<file path="src/rtl/core/gctm_pkg.sv">
// ----------------------------------------------------------------------------
// gctm_pkg - shared types for the gamepad chord and turbo mapper
// Transaction layouts of the request and response streams, pad bit order.
// ----------------------------------------------------------------------------
package gctm_pkg;

   localparam int unsigned PadWidth     = 8;
   localparam int unsigned HoldWidth    = 16;
   localparam int unsigned TimeWidth    = 32;
   localparam int unsigned TurboWidth   = 8;
   localparam int unsigned ReqDataWidth = 48;
   localparam int unsigned RspDataWidth = 24;

   localparam logic [HoldWidth-1:0] ExitHoldReset = 16'd1000;

   // forwarded pad bit positions
   localparam int unsigned PadUp     = 0;
   localparam int unsigned PadDown   = 1;
   localparam int unsigned PadLeft   = 2;
   localparam int unsigned PadRight  = 3;
   localparam int unsigned PadSelect = 4;
   localparam int unsigned PadStart  = 5;
   localparam int unsigned PadA      = 6;
   localparam int unsigned PadB      = 7;

   // request transaction, lowest bit last
   typedef struct packed {
      logic [5:0]           fill;
      logic [TimeWidth-1:0] now_ms;
      logic                 btn_d;
      logic                 btn_c;
      logic                 btn_b;
      logic                 btn_a;
      logic                 btn_start;
      logic                 btn_select;
      logic                 btn_right;
      logic                 btn_left;
      logic                 btn_down;
      logic                 btn_up;
   } req_payload_type;

   // response transaction, lowest bit last
   typedef struct packed {
      logic [4:0]          fill;
      logic                quit_request;
      logic                load_request;
      logic                save_request;
      logic [PadWidth-1:0] pad_changed;
      logic [PadWidth-1:0] pad_state;
   } rsp_payload_type;

endpackage

</file>
<file path="src/rtl/core/gamepad_chord_turbo_mapper_unit.sv">
// ----------------------------------------------------------------------------
// gamepad_chord_turbo_mapper_unit - chord decode and turbo for a ten-button pad
// Forwards eight pads, pulses save/load/quit requests, runs turbo on C and D.
// ----------------------------------------------------------------------------
//
//  channel | dir | handshake            | payload
//  --------+-----+----------------------+-----------------------------------
//  req     | in  | req_tvalid/tready    | req_tdata  : 10 buttons, now_ms
//  rsp     | out | rsp_tvalid/tready    | rsp_tdata  : pads, changed, pulses
//  csr     | in  | csr_valid/csr_ready  | csr_data   : exit_hold_ms
//
//  One poll per cycle sustained while req_tready is high; each result is
//  registered and presented from the response register.
//  All chord, turbo and exit-timer state moves in the same cycle as the
//  request transaction, so back-to-back polls see each other's effect.
//  A skid register behind the response register absorbs one result in a stall;
//  req_tready is a flop and drops only while the skid register is full.
//  Synchronous active-high reset; exit_hold_ms returns to 1000 ms.
//  csr_ready is always high.
//
module gamepad_chord_turbo_mapper_unit #(
   parameter int unsigned TURBO_HALF_PERIOD = 2
) (
   input  logic                                  clock,
   input  logic                                  reset,
   input  logic                                  req_tvalid,
   output logic                                  req_tready,
   // [0] btn_up [1] btn_down [2] btn_left [3] btn_right [4] btn_select
   // [5] btn_start [6] btn_a [7] btn_b [8] btn_c [9] btn_d [41:10] now_ms
   input  logic [gctm_pkg::ReqDataWidth-1:0]     req_tdata,
   output logic                                  rsp_tvalid,
   input  logic                                  rsp_tready,
   // [7:0] pad_state [15:8] pad_changed [16] save_request
   // [17] load_request [18] quit_request
   output logic [gctm_pkg::RspDataWidth-1:0]     rsp_tdata,
   input  logic                                  csr_valid,
   output logic                                  csr_ready,
   input  logic [gctm_pkg::HoldWidth-1:0]        csr_data
);

   // turbo phase per frame count: high in the first half of each period
   function automatic logic [255:0] build_phase_lut();
      logic [255:0] lut;
      for (int i = 0; i < 256; i++) begin
         lut[i] = (((i / TURBO_HALF_PERIOD) % 2) == 0);
      end
      return lut;
   endfunction

   localparam logic [255:0] TURBO_PHASE_LUT = build_phase_lut();

   gctm_pkg::req_payload_type req;
   gctm_pkg::rsp_payload_type rsp_new;

   logic [gctm_pkg::HoldWidth-1:0]  exit_hold_ff;
   logic [gctm_pkg::PadWidth-1:0]   pad_ff,        pad_in;
   logic                            save_seen_ff,  save_seen_in;
   logic                            load_seen_ff,  load_seen_in;
   logic                            exit_seen_ff,  exit_seen_in;
   logic                            latched_ff,    latched_in;
   logic [gctm_pkg::TurboWidth-1:0] turbo_a_ff,    turbo_a_in;
   logic [gctm_pkg::TurboWidth-1:0] turbo_b_ff,    turbo_b_in;
   logic [gctm_pkg::TimeWidth-1:0]  exit_start_ff, exit_start_in;

   logic                            out_valid_ff,  out_valid_in;
   gctm_pkg::rsp_payload_type       out_data_ff,   out_data_in;
   logic                            skid_valid_ff, skid_valid_in;
   gctm_pkg::rsp_payload_type       skid_data_ff,  skid_data_in;
   logic                            ready_ff,      ready_in;

   logic                            accept;
   logic                            ex, sv, ld, fire;
   logic                            hold_a, hold_b, phase_a, phase_b;
   logic [gctm_pkg::TimeWidth-1:0]  elapsed;
   logic [gctm_pkg::PadWidth-1:0]   want, changed;

   assign req       = gctm_pkg::req_payload_type'(req_tdata);
   assign accept    = req_tvalid && ready_ff;
   assign csr_ready = 1'b1;

   // chord decode: exit wins over save and load whatever C and D do
   always_comb begin
      ex = req.btn_select && req.btn_start;
      sv = req.btn_select && req.btn_c && !req.btn_d && !req.btn_start;
      ld = req.btn_select && req.btn_d && !req.btn_c && !req.btn_start;
   end

   // exit timer: wrapping elapsed time against the hold setting
   assign elapsed = req.now_ms - exit_start_ff;
   assign fire    = ex && exit_seen_ff && !latched_ff &&
                    (elapsed >= {{(gctm_pkg::TimeWidth-gctm_pkg::HoldWidth){1'b0}},
                                 exit_hold_ff});

   // turbo: a button eaten by a chord counts as released
   always_comb begin
      hold_a  = req.btn_c && !sv && !ex;
      hold_b  = req.btn_d && !ld && !ex;
      phase_a = hold_a && TURBO_PHASE_LUT[turbo_a_ff];
      phase_b = hold_b && TURBO_PHASE_LUT[turbo_b_ff];
   end

   always_comb begin
      want = '0;
      want[gctm_pkg::PadUp]     = req.btn_up;
      want[gctm_pkg::PadDown]   = req.btn_down;
      want[gctm_pkg::PadLeft]   = req.btn_left;
      want[gctm_pkg::PadRight]  = req.btn_right;
      want[gctm_pkg::PadSelect] = req.btn_select && !sv && !ld && !ex;
      want[gctm_pkg::PadStart]  = req.btn_start && !ex;
      want[gctm_pkg::PadA]      = req.btn_a || phase_a;
      want[gctm_pkg::PadB]      = req.btn_b || phase_b;
   end

   // next state for one poll
   always_comb begin
      save_seen_in  = sv;
      load_seen_in  = ld;
      exit_seen_in  = ex;
      exit_start_in = ex ? (exit_seen_ff ? exit_start_ff : req.now_ms) : '0;
      latched_in    = latched_ff || fire;
      turbo_a_in    = turbo_a_ff;
      turbo_b_in    = turbo_b_ff;
      if (fire) begin
         // quit poll: drop every pad, report the ones that fell
         pad_in  = '0;
         changed = pad_ff;
      end else if (latched_ff) begin
         // frozen after quit
         pad_in  = pad_ff;
         changed = '0;
      end else begin
         pad_in     = want;
         changed    = want ^ pad_ff;
         turbo_a_in = hold_a ? turbo_a_ff + 1'b1 : '0;
         turbo_b_in = hold_b ? turbo_b_ff + 1'b1 : '0;
      end
   end

   always_comb begin
      rsp_new              = '0;
      rsp_new.pad_state    = pad_in;
      rsp_new.pad_changed  = changed;
      rsp_new.save_request = sv && !save_seen_ff;
      rsp_new.load_request = ld && !load_seen_ff;
      rsp_new.quit_request = fire;
   end

   // response register with one skid entry behind it
   always_comb begin
      out_valid_in  = out_valid_ff;
      out_data_in   = out_data_ff;
      skid_valid_in = skid_valid_ff;
      skid_data_in  = skid_data_ff;
      if (out_valid_ff && rsp_tready) begin
         out_valid_in  = skid_valid_ff;
         out_data_in   = skid_data_ff;
         skid_valid_in = 1'b0;
      end
      if (accept) begin
         if (!out_valid_in) begin
            out_valid_in = 1'b1;
            out_data_in  = rsp_new;
         end else begin
            skid_valid_in = 1'b1;
            skid_data_in  = rsp_new;
         end
      end
      ready_in = !skid_valid_in;
   end

   always_ff @(posedge clock) begin
      if (reset) begin
         exit_hold_ff  <= gctm_pkg::ExitHoldReset;
         pad_ff        <= '0;
         save_seen_ff  <= 1'b0;
         load_seen_ff  <= 1'b0;
         exit_seen_ff  <= 1'b0;
         latched_ff    <= 1'b0;
         turbo_a_ff    <= '0;
         turbo_b_ff    <= '0;
         exit_start_ff <= '0;
         out_valid_ff  <= 1'b0;
         skid_valid_ff <= 1'b0;
         ready_ff      <= 1'b0;
      end else begin
         if (csr_valid) begin
            exit_hold_ff <= csr_data;
         end
         if (accept) begin
            pad_ff        <= pad_in;
            save_seen_ff  <= save_seen_in;
            load_seen_ff  <= load_seen_in;
            exit_seen_ff  <= exit_seen_in;
            latched_ff    <= latched_in;
            turbo_a_ff    <= turbo_a_in;
            turbo_b_ff    <= turbo_b_in;
            exit_start_ff <= exit_start_in;
         end
         out_valid_ff  <= out_valid_in;
         skid_valid_ff <= skid_valid_in;
         ready_ff      <= ready_in;
      end
   end

   always_ff @(posedge clock) begin
      out_data_ff  <= out_data_in;
      skid_data_ff <= skid_data_in;
   end

   assign req_tready = ready_ff;
   assign rsp_tvalid = out_valid_ff;
   assign rsp_tdata  = out_data_ff;

endmodule

</file>
<file path="config.mk">
export PLATFORM = sky130hd
export DESIGN_NAME = gamepad_chord_turbo_mapper_unit
export DESIGN_NICKNAME = d
export VERILOG_FILES = /design/src/rtl/core/gctm_pkg.sv /design/src/rtl/core/gamepad_chord_turbo_mapper_unit.sv
export SDC_FILE = /design/constraint.sdc
export NUM_CORES = 1
export LEC_CHECK = 0
export BUFFER_PORTS_ARGS = -buffer_cell sky130_fd_sc_hd__buf_2
export CORE_MARGIN = 4
export CORE_UTILIZATION = 45
export CTS_BUF_LIST = sky130_fd_sc_hd__clkbuf_4 sky130_fd_sc_hd__clkbuf_8
export CTS_CLUSTER_SIZE = 24
export DETAILED_ROUTE_END_ITERATION = 10
export MAX_ROUTING_LAYER = met4
export PLACE_DENSITY = 0.74
export SETUP_SLACK_MARGIN = 0.4
export SLEW_MARGIN = 10
export SYNTH_ARGS = -nofsm -noshare
export SYNTH_HDL_FRONTEND = slang
export SYNTH_SLANG_ARGS = --single-unit
</file>
<file path="constraint.sdc">
create_clock -name clock -period 5.05 [get_ports clock]
set_clock_uncertainty 0.2 [all_clocks]
set_input_delay 0 -clock clock [delete_from_list [all_inputs] [get_ports clock]]
set_output_delay 0 -clock clock [all_outputs]
set_load 0.03 [all_outputs]
</file>
Yosys cells after proc, flatten, opt, wreduce, memory -nomap -nowiden:

Memory sizes are Yosys's and may differ from the RTL's. A register that Yosys moved wholly into a read port is not among the register bits.
Cells that the tools add are included.

* flip-flop bits (word level): 122
* ROM bits: 512
* output and inout port bits: 27
* logic and storage cells: 97
* memories: 2

Memory list
* (no name shown): words 256, width 1, read ports 1, clocked after Yosys merged registers in 1, wr ports 0, line gamepad_chord_turbo_mapper_unit.sv:99 `phase_b = hold_b && TURBO_PHASE_LUT[turbo_b_ff];`
* (no name shown): words 256, width 1, read ports 1, clocked after Yosys merged registers in 1, wr ports 0, line gamepad_chord_turbo_mapper_unit.sv:98 `phase_a = hold_a && TURBO_PHASE_LUT[turbo_a_ff];`

* add/sub/neg operators: 3
* $lt $le $gt $ge: 3
* equal/unequal tests: 1
* mux-type cells: 22
* bitwise gates (word level): 3
* reduce and logical (&&, ||, !) cells: 40

Operators by type and width (count)
* $mux 8: 10
* $mux 24: 3
* $mux 32: 2
* $ge 32x16->1: 1
* $sub 32x32->32: 1
* $logic_and 1x1->1: 24
* $lt 8x9->1 const B: 2
* $add 8x1->8 const B: 2
* $logic_not 1->1: 10
* $xor 8x8->8: 1
* $mux 1: 7
* $reduce_and 2->1: 2
* $logic_or 1x1->1: 3
* $reduce_and 3->1: 1
* $ne 2x2->1 const B: 1
* $not 1->1: 2

Logic depth before layout (Yosys ltp):

* depth after elaboration: 13
* gate-level depth with buffers: 23
* gate-level depth less buffers: 23

Worst setup path before layout:

No wires, ideal clock.

* path kind: register -> register
* from: register exit_start_ff[2] (netlist bit)
* to: register out_data_ff (netlist bit rsp_tdata[10])
* data arrival time: 4.233 ns
* slack: 0.502 ns
* cell stages (with the launch flop): 24
* path buffers: 0
* clock period less this slack: 4.548 ns
* cell sequence: dfxtp_1 inv_1 ha_1 o211ai_2 a21oi_1 nor2_1 o21ai_0 a21o_1 a21o_1 nand3_1 nand2_1 xor2_1 ha_1 a21oi_1 o21ai_0 a41o_1 a21oi_1 nor3_1 nor4_1 nand4_1 nor4_4 o21ai_2 mux2_4 o21a_1

RTL lines
* start, declared: line gamepad_chord_turbo_mapper_unit.sv:63 `logic [gctm_pkg::TimeWidth-1:0] exit_start_ff, exit_start_in;`
* start signal, assigned: line gamepad_chord_turbo_mapper_unit.sv:197 `exit_start_ff <= exit_start_in;`
* end signal, assigned: line gamepad_chord_turbo_mapper_unit.sv:206 `out_data_ff <= out_data_in;`
* end, declared: line gamepad_chord_turbo_mapper_unit.sv:66 `gctm_pkg::rsp_payload_type out_data_ff, out_data_in;`

==> results_dict.tcl <==
set metrics [dict create \
    die_w_um 131 \
    multi_input_area_sq_mm 0.00415 \
    ant_nets 0 \
    cpPeakStageDelay_ps 350 \
    grt_max_degree 64 \
    drc 0 \
    route.vias.total 6575 \
    dieArea_sq_mm 0.0172 \
    n_fill_cell 1314 \
    routed_via_density 5.57 \
    fin_crit_sh_pct 91.6 \
    grt-ovfl-total 0 \
    routed_wl_mm 18.0 \
    synth_seq_cells 112 \
    instances_no_fill 1180 \
    critical_path_class "register to register" \
    h-tree-depth 3 \
    antennaDiodeCount 0 \
    synth_edf_count 19 \
    placed_cells 1072 \
    cts_tree "built" \
    cp.arrival_ps 4740 \
    fmax_mhz 216 \
    seqCellArea_sq_mm 0.00244 \
    slew_headroom_pct 31.7 \
    synth_cell_type_count 59 \
    p_int_w 0.00142 \
    initial_core_util_pct 46.5 \
    worstSetupStartpointType "register" \
    cp_num_buf_inv 2 \
    portBuffers 88 \
    cts_buffers 9 \
    hold_class "primary input to register" \
    yosysWarnings 0 \
    hold_depth 3 \
    antenna_found_initial 0 \
    synth_nets 958 \
    worstSetupPathDepth 24 \
    postPlaceCellArea_sq_mm 0.00737 \
    drv_cap 0 \
    crit_required_ps 5160 \
    grt_usage_pct 20.9 \
    clock_latency_ps 410 \
    critical_path.endpoint_type "register" \
    clk_pin_slew_worst_paths_ps 120 \
    first_pass_iters 6 \
    final_nets 1108 \
    rows 44 \
    final_common_cell "nor2_1" \
    clk_path_buf_depth 2 \
    core_sq_mm 0.0147 \
    path_delay_family "compound AO/OA/AOI/OAI gates" \
    avgSynthCellArea_sq_um 8.13 \
    fin_area_sq_mm 0.00862 \
    final_cell_mix "nor2_1 (108), dfxtp_1 (89), buf_2 (88)" \
    hpwl_mm 11.8 \
    synthArstFlopShare_pct 0 \
    cp_slowest_cell "dfxtp_2" \
    syn2layout_area_growth_pct 26.1 \
    synth_cells 841 \
    drive_gt1_share_pct 17.0 \
    root_buffer "clkbuf_8" \
    die_y_um 131 \
    rsz0062_at_grt "yes" \
    io_pins 96 \
    tightest_slew_ps 1020 \
    wl_per_cell_um 15.3 \
    netSwitchingFraction_pct 34.1 \
    tns_ps 0 \
    grt_pass1_vias 6176 \
    run_status "finished, final reports clean" \
    syn_area_sq_mm 0.00684 \
    power_w 0.00215 \
    p_leak_nw 3.50 \
    rrSetupSlack_ps 420 \
    setup_viol 0 \
    grt_pass1_wl_mm 29.6 \
    ys.flop_type "dfxtp_1" \
    pwr-share-clk_pct 25.5 \
    critPathMostFrequentCell "o21ai_2" \
    powerDensity_mw_per_mm2 249 \
    crit_chain "inv_2, ha_4, o211ai_2, a21oi_2, nor2_2, o21ai_2, a21o_1, a21o_1, nand3_1, nand2_1, xor2_1, ha_1, a21oi_2, o21ai_2, nor4_2, o31a_1, nor3_2, nor4_2, nand4_1, nor4_4, buf_12, o21ai_2, mux2_4, o21a_1" \
    min_period_ps 4630 \
    seqPwrFrac_pct 45.8 \
    slew_viol_final 0 \
    ir_worst_vdd_v 0.000222 \
    gp_congestion 0.948 \
    cts_sinks 112 \
    cp_max_fo 8 \
    reg2regPathDepth 24 \
    final-hold-violation-count 0 \
    yosysSeqAreaShare_pct 35.6 \
    drtIter0Drc 495 \
    p_comb_share_pct 28.7 \
    p_switching_w 0.000734 \
]
## layer usage
metal / part of all wire, % / GRT usage (%) / vias to the layer above
met5: 0 / - / -
met4: 2.0 / 6.07 / 0
met3: 5.5 / 4.05 / 35
met2: 49 / 35.4 / 221
met1: 44 / 25.4 / 3045
li1: - / - / 3274
## final cells by class
cell class / count / share of cell area, %
Clock buffer: 9 / 1.44
Clock inverter: 7 / 0.813
Inverter: 55 / 2.39
Multi-Input combinational cell: 627 / 48.2
Sequential cell: 112 / 28.3
Tap cell: 184 / 2.67
Timing Repair Buffer: 186 / 16.3
## final timing paths
check,start,end
worst max-delay path,exit_start_ff[2],rsp_tdata[10]
worst min-delay path,reset,exit_start_ff[26]
worst max register to register,exit_start_ff[2],rsp_tdata[10]
worst min register to register,rsp_tdata[23],rsp_tdata[23]
## registers in the layout, indices dropped and copies added, names as in the netlist, named ones only
signal and count:
latched_ff 1, pad_ff 8, save_seen_ff 1, exit_seen_ff 1
exit_hold_ff 16, skid_data_ff 19, skid_valid_ff 1, rsp_tdata 24
rsp_tvalid 1, load_seen_ff 1, exit_start_ff 32, turbo_b_ff 2
turbo_a_ff 2, req_tready 1
## stage by stage
step | hold slack [ps] | utilization [%] | setup WS (ps)
2_1_floorplan | -69.6 | - | 502
3_3_place_gp | 23.1 | 50.2 | 264
6_report | 10.0 | 58.7 | 424
3_5_place_dp | 26.5 | 50.2 | 77.7
5_1_grt | 35.5 | 58.7 | 243
4_1_cts | 8.33 | 57.7 | 427
## repair_timing
action | CTS | global route
gates resized for setup | 8 | 34
endpoints found under the hold margin | 97 | 0
setup endpoints to repair | 39 | 38
buffers inserted | 1 | 6
hold buffers | 85 | 0
pin swaps | 2 | 17
## cells in the mapped netlist (all sizes together) (6+ instances only)
cell	n	area (sq um)
clkbuf	34	128
nor2	111	417
a22oi	33	248
mux2	9	116
o21ai	45	244
buf	13	65.1
edfxtp	19	571
a21o	12	90.1
nand2	78	293
o21a	22	165
nand2b	13	81.3
nor2b	13	81.3
ha	47	588
a21oi	60	315
o211ai	18	140
nand4	17	106
xor2	13	114
nor3	17	85.1
nor4	6	52.6
mux2i	21	210
dfxtp	93	1860
nand3	30	150
xnor2	10	87.6
inv	55	206
## cell families after synthesis
| group | synth area share (%) |
|---|---|
| AO/OA/AOI/OAI | 21.8 |
| XOR/XNOR | 2.95 |
| multiplexers | 4.78 |
| flip-flops | 35.6 |
| adder cells (fa/ha/maj) | 8.89 |
| buffers and inverters | 5.84 |
| AND/OR/NAND/NOR | 20.1 |
| other | 0.0549 |
## worst min-delay path, stage by stage
cell	delay, ps
buf_2	90
buf_4	330
nor2_1	170
## power groups by stage
stage               Clock (W)  Combinational, W  Sequential (W)
floorplan                   0          0.000327         0.00106
global placement            0          0.000514         0.00100
detailed placement          0          0.000523         0.00100
CTS                  0.000565          0.000586        0.000984
global route         0.000601          0.000675        0.000991
finish               0.000549          0.000617        0.000985
Note: power is estimated with default switching activity, not from simulation.
